`config.mk`:
```
export PLATFORM = sky130hd
export DESIGN_NAME = aesd_ram
export DESIGN_NICKNAME = d
export VERILOG_FILES = /design/src/design/aesd_ram.sv
export SDC_FILE = /design/constraint.sdc
export NUM_CORES = 1
export LEC_CHECK = 0
export BUFFER_PORTS_ARGS = -buffer_cell sky130_fd_sc_hd__clkbuf_2
export CAP_MARGIN = 10
export CORE_MARGIN = 1
export CORE_UTILIZATION = 55
export DETAILED_ROUTE_END_ITERATION = 12
export PLACE_DENSITY = 0.75
export SLEW_MARGIN = 25
export SYNTH_ARGS = -nofsm -noshare
export SYNTH_HDL_FRONTEND = slang
export SYNTH_SLANG_ARGS = --single-unit
export TNS_END_PERCENT = 1
```
`constraint.sdc`:
```
create_clock -name clk -period 3.9 [get_ports clk]
set_clock_uncertainty 0.2 [all_clocks]
set_input_delay 0.78 -clock clk [delete_from_list [all_inputs] [get_ports clk]]
set_output_delay 0.78 -clock clk [all_outputs]
set_load 0.02 [all_outputs]
```
`src/design/aesd_ram.sv`:
```
`default_nettype none
module aesd_ram #(
  parameter int Width = 32,
  parameter int Depth = 16,
  parameter int AddrW = $clog2(Depth)
) (
  input  wire logic             clk,
  input  wire logic             we,
  input  wire logic [AddrW-1:0] waddr,
  input  wire logic [Width-1:0] wdata,
  input  wire logic [AddrW-1:0] raddr,
  output logic      [Width-1:0] rdata
);

  logic [Width-1:0] mem [Depth];

  always_ff @(posedge clk) begin
    if (we) begin
      mem[waddr] <= wdata;
    end
    rdata <= mem[raddr];
  end

endmodule
`default_nettype wire

```
==> key figures <==
Outcome
  • Status: finished, final reports clean

Worst hold path
  • Hold Path Origin: wdata[28]
  • Hold Path Stages: 1
  • Hold endpoint: mem[15][28]
  • Hold Crit Class: input port to register

Yosys
  • Simple-Gate Fraction of Synth Area: 0.0127
  • Seq/Total Area, Yosys: 0.807
  • Synth unique cells: 18
  • Syn avg cell area: around 24 um^2
  • Largest family of logic cells by synthesized area: multiplexers
  • Synth Area in Adders: 0
  • Multiplexer share of the synthesized area: 0.145
  • Yosys warns: 0
  • Post-synthesis xor/xnor area fraction: 0
  • Cells after synthesis: between 800 and 900
  • FF+latch count, synth: between 500 and 600
  • Synth Area in Compound Gates: 0.0242
  • Syn Std Cell Area: between 15,000 and 20,000 um^2
  • Syn Nets: 880

Pwr
  • Maximum vdd drop: approximately 0.43 mV
  • Power Density: 534 nW/um^2
  • Leak: approximately 7.4 nW

Route
  • Pre-Repair DR Iteration Count: 5
  • Initial DRC count: about 850
  • Post-Route WL: 39,900 um
  • Routed Antenna Nets: 0
  • Residual DRC: 0
  • Vias per cell: slightly above 6
  • Vias: ~9,000
  • Wire length per cell after detailed routing: 27.4 um

Critical path
  • Crit start category: input port
  • Critical Path End Type: register
  • R2R Setup Slk: around 2.3 ns
  • Critical path arrival: approximately 2.5 ns
  • CP required: between 4 and 5 ns
  • Setup CP Type: input port to register
  • Reg2reg end: rdata[31]
  • CP Max Fanout: 37
  • R2R depth: 3
  • Worst reg2reg startpoint: mem[11][31]

Clock network
  • Setup Buffers After CTS: 0
  • CTS root buf: clkbuf_16
  • Latest clock arrival within the worst-skew pair: around 0.58 ns
  • Cts hold-fix bufs: 0
  • Cts repair resizes: 0
  • Clock Path Buffers: 3
  • # H-tree levels: 2
  • CTS tree: yes
  • CTS sink count: roughly 540
  • Worst-path clk slew: around 0.06 ns
  • CTS Buf Count: 53

Timing
  • RSZ-0062 raised after global routing: false
  • Crit share post-route: 0.577
  • Worst slew margin: 0.420
  • Final Critical Period: around 2.2 ns
  • Hold Fails Final Rpt: 0
  • Least-Margin Pin Slew: 0.870 ns
  • Fmax: about 0.44 GHz
  • Fin. max-slew vios: 0
  • Final setup vio count: 0
  • Setup TNS: 0 ns

Cells and area
  • Area growth syn-to-layout: 14.7%
  • Antenna cells: 0
  • Design Area, Final: 22,800 um^2
  • Share of cells above drive strength 1: 0.326
  • NumNets Final: between 900 and 1,000

GRT
  • Met2 Resource Use GR: 0.378
  • First-pass GRT wire length: just under 60,000 um
  • Initial antenna violation count: 1
  • Met1 usage: 0.305
  • Met3 usage: 0.0382
  • Pin count of the biggest net entering global routing: 68
  • GR Overflow Total: 0
  • GRT Util Overall: 0.225
  • Busiest grt layer: met2
  • Vias in the first global route: 9,227

Place
  • # port buffers: 73
  • Placed Area: 21,100 um^2
  • Gpl congestion: just over 0.7
  • Detailed Place HPWL: 20,000 um

Floorplan
  • Die ar.: ~37,000 um^2
  • Number of I/O pins: 74
  • Initial Util: 0.558
  • Chip width: around 190 um
  • Core Region: between 30,000 and 40,000 um^2
  • Die Ht: between 150 and 200 um
  • Row cnt: a little under 70

Flow run
  • Max-Cap Viols: 0
-- per-stage QoR --
step / utilization / power, mW / instances / hold WS [ns] / worst slack (ns)
after detailed placement: 0.592 / 7.31 / 1360 / 0.456 / 1.01
after CTS: 0.640 / 12.2 / 1458 / 0.365 / 1.61
after global routing: 0.640 / 12.5 / 1458 / 0.405 / 1.51
after floorplan: - / 7.05 / 838 / 0.435 / 0.0407
final: 0.640 / 12.2 / 1458 / 0.400 / 1.65
after global placement: 0.592 / 7.29 / 1360 / 0.444 / 1.05
-- worst max-delay path: stages --
cell,delay [ns]
clkbuf_8,0.38
buf_4,0.44
mux4_2,0.55
a22oi_1,0.21
nand2_1,0.08
-- registers in the layout (all words and copies together), names as in the netlist --
signal and cells:
mem 512, rdata 32
-- layer usage --
layer	up-vias	share of wire
li1	3804	-
met1	4735	0.40
met2	345	0.52
met3	71	0.060
met4	2	0.024
met5	-	0.00035
-- cell usage in the layout (no fill, tap or decap) --
cell,instances
edfxtp_1,512
mux4_2,128
clkbuf_2,71
a22oi_1,64
clkbuf_16,55
nand2_1,33
dfxtp_1,32
buf_4,24
clkbuf_1,19
nor2_4,13
clkbuf_8,8
buf_12,8
clkinv_1,7
clkinv_2,5
nor3_2,3
bufinv_16,3
nor2b_4,2
nand3b_1,2
nand2b_1,2
and2_2,1
nand3_1,1
or3b_2,1
nor3_4,1
inv_8,1
inv_6,1
-- report_power, final --
| part | total (mW) | switching [mW] | internal, mW | leakage, nW |
|---|---|---|---|---|
| clock | 4.97 | 2.05 | 2.92 | 0.834 |
| combinational | 0.606 | 0.365 | 0.241 | 1.63 |
| sequential | 6.58 | 0.0435 | 6.54 | 4.89 |
| total | 12.2 | 2.46 | 9.70 | 7.36 |
-- worst max path at each step --
stage / start / to
6_report: raddr[0] / rdata[7]
5_1_grt: raddr[0] / rdata[6]
4_1_cts: raddr[0] / rdata[7]
3_5_place_dp: raddr[0] / rdata[8]
3_3_place_gp: raddr[0] / rdata[8]
2_1_floorplan: waddr[2] / mem[8][0]
-- Yosys cell counts (all sizes together) --
library cell	instances	area share
dfxtp	32	0.032
nand2b	2	0.00063
nor2	13	0.0025
clkbuf	17	0.0032
nor3	4	0.0010
mux4	128	0.15
and2	1	0.00032
or3b	1	0.00044
nand3b	2	0.00076
nand2	33	0.0062
nor2b	2	0.00063
a22oi	64	0.024
edfxtp	512	0.77
nand3	1	0.00025
buf	26	0.0080
-- cell type report --
cell class	count	area, um^2
fillers	2307	12800
well taps	461	577
clock buffers	81	1540
multi-input cells	251	3760
repair buffers	104	709
flip-flops and latches	544	16000
clock inverters	17	161
-- cells by family (layout without fill, tap and decap cells) --
kind of cell           Yosys count  in the layout
multiplexers                   128            128
flip-flops                     544            544
buffers and inverters           43            202
AND/OR/NAND/NOR                 59             59
AO/OA/AOI/OAI                   64             64
Note: power is estimated with default switching activity, not from simulation.
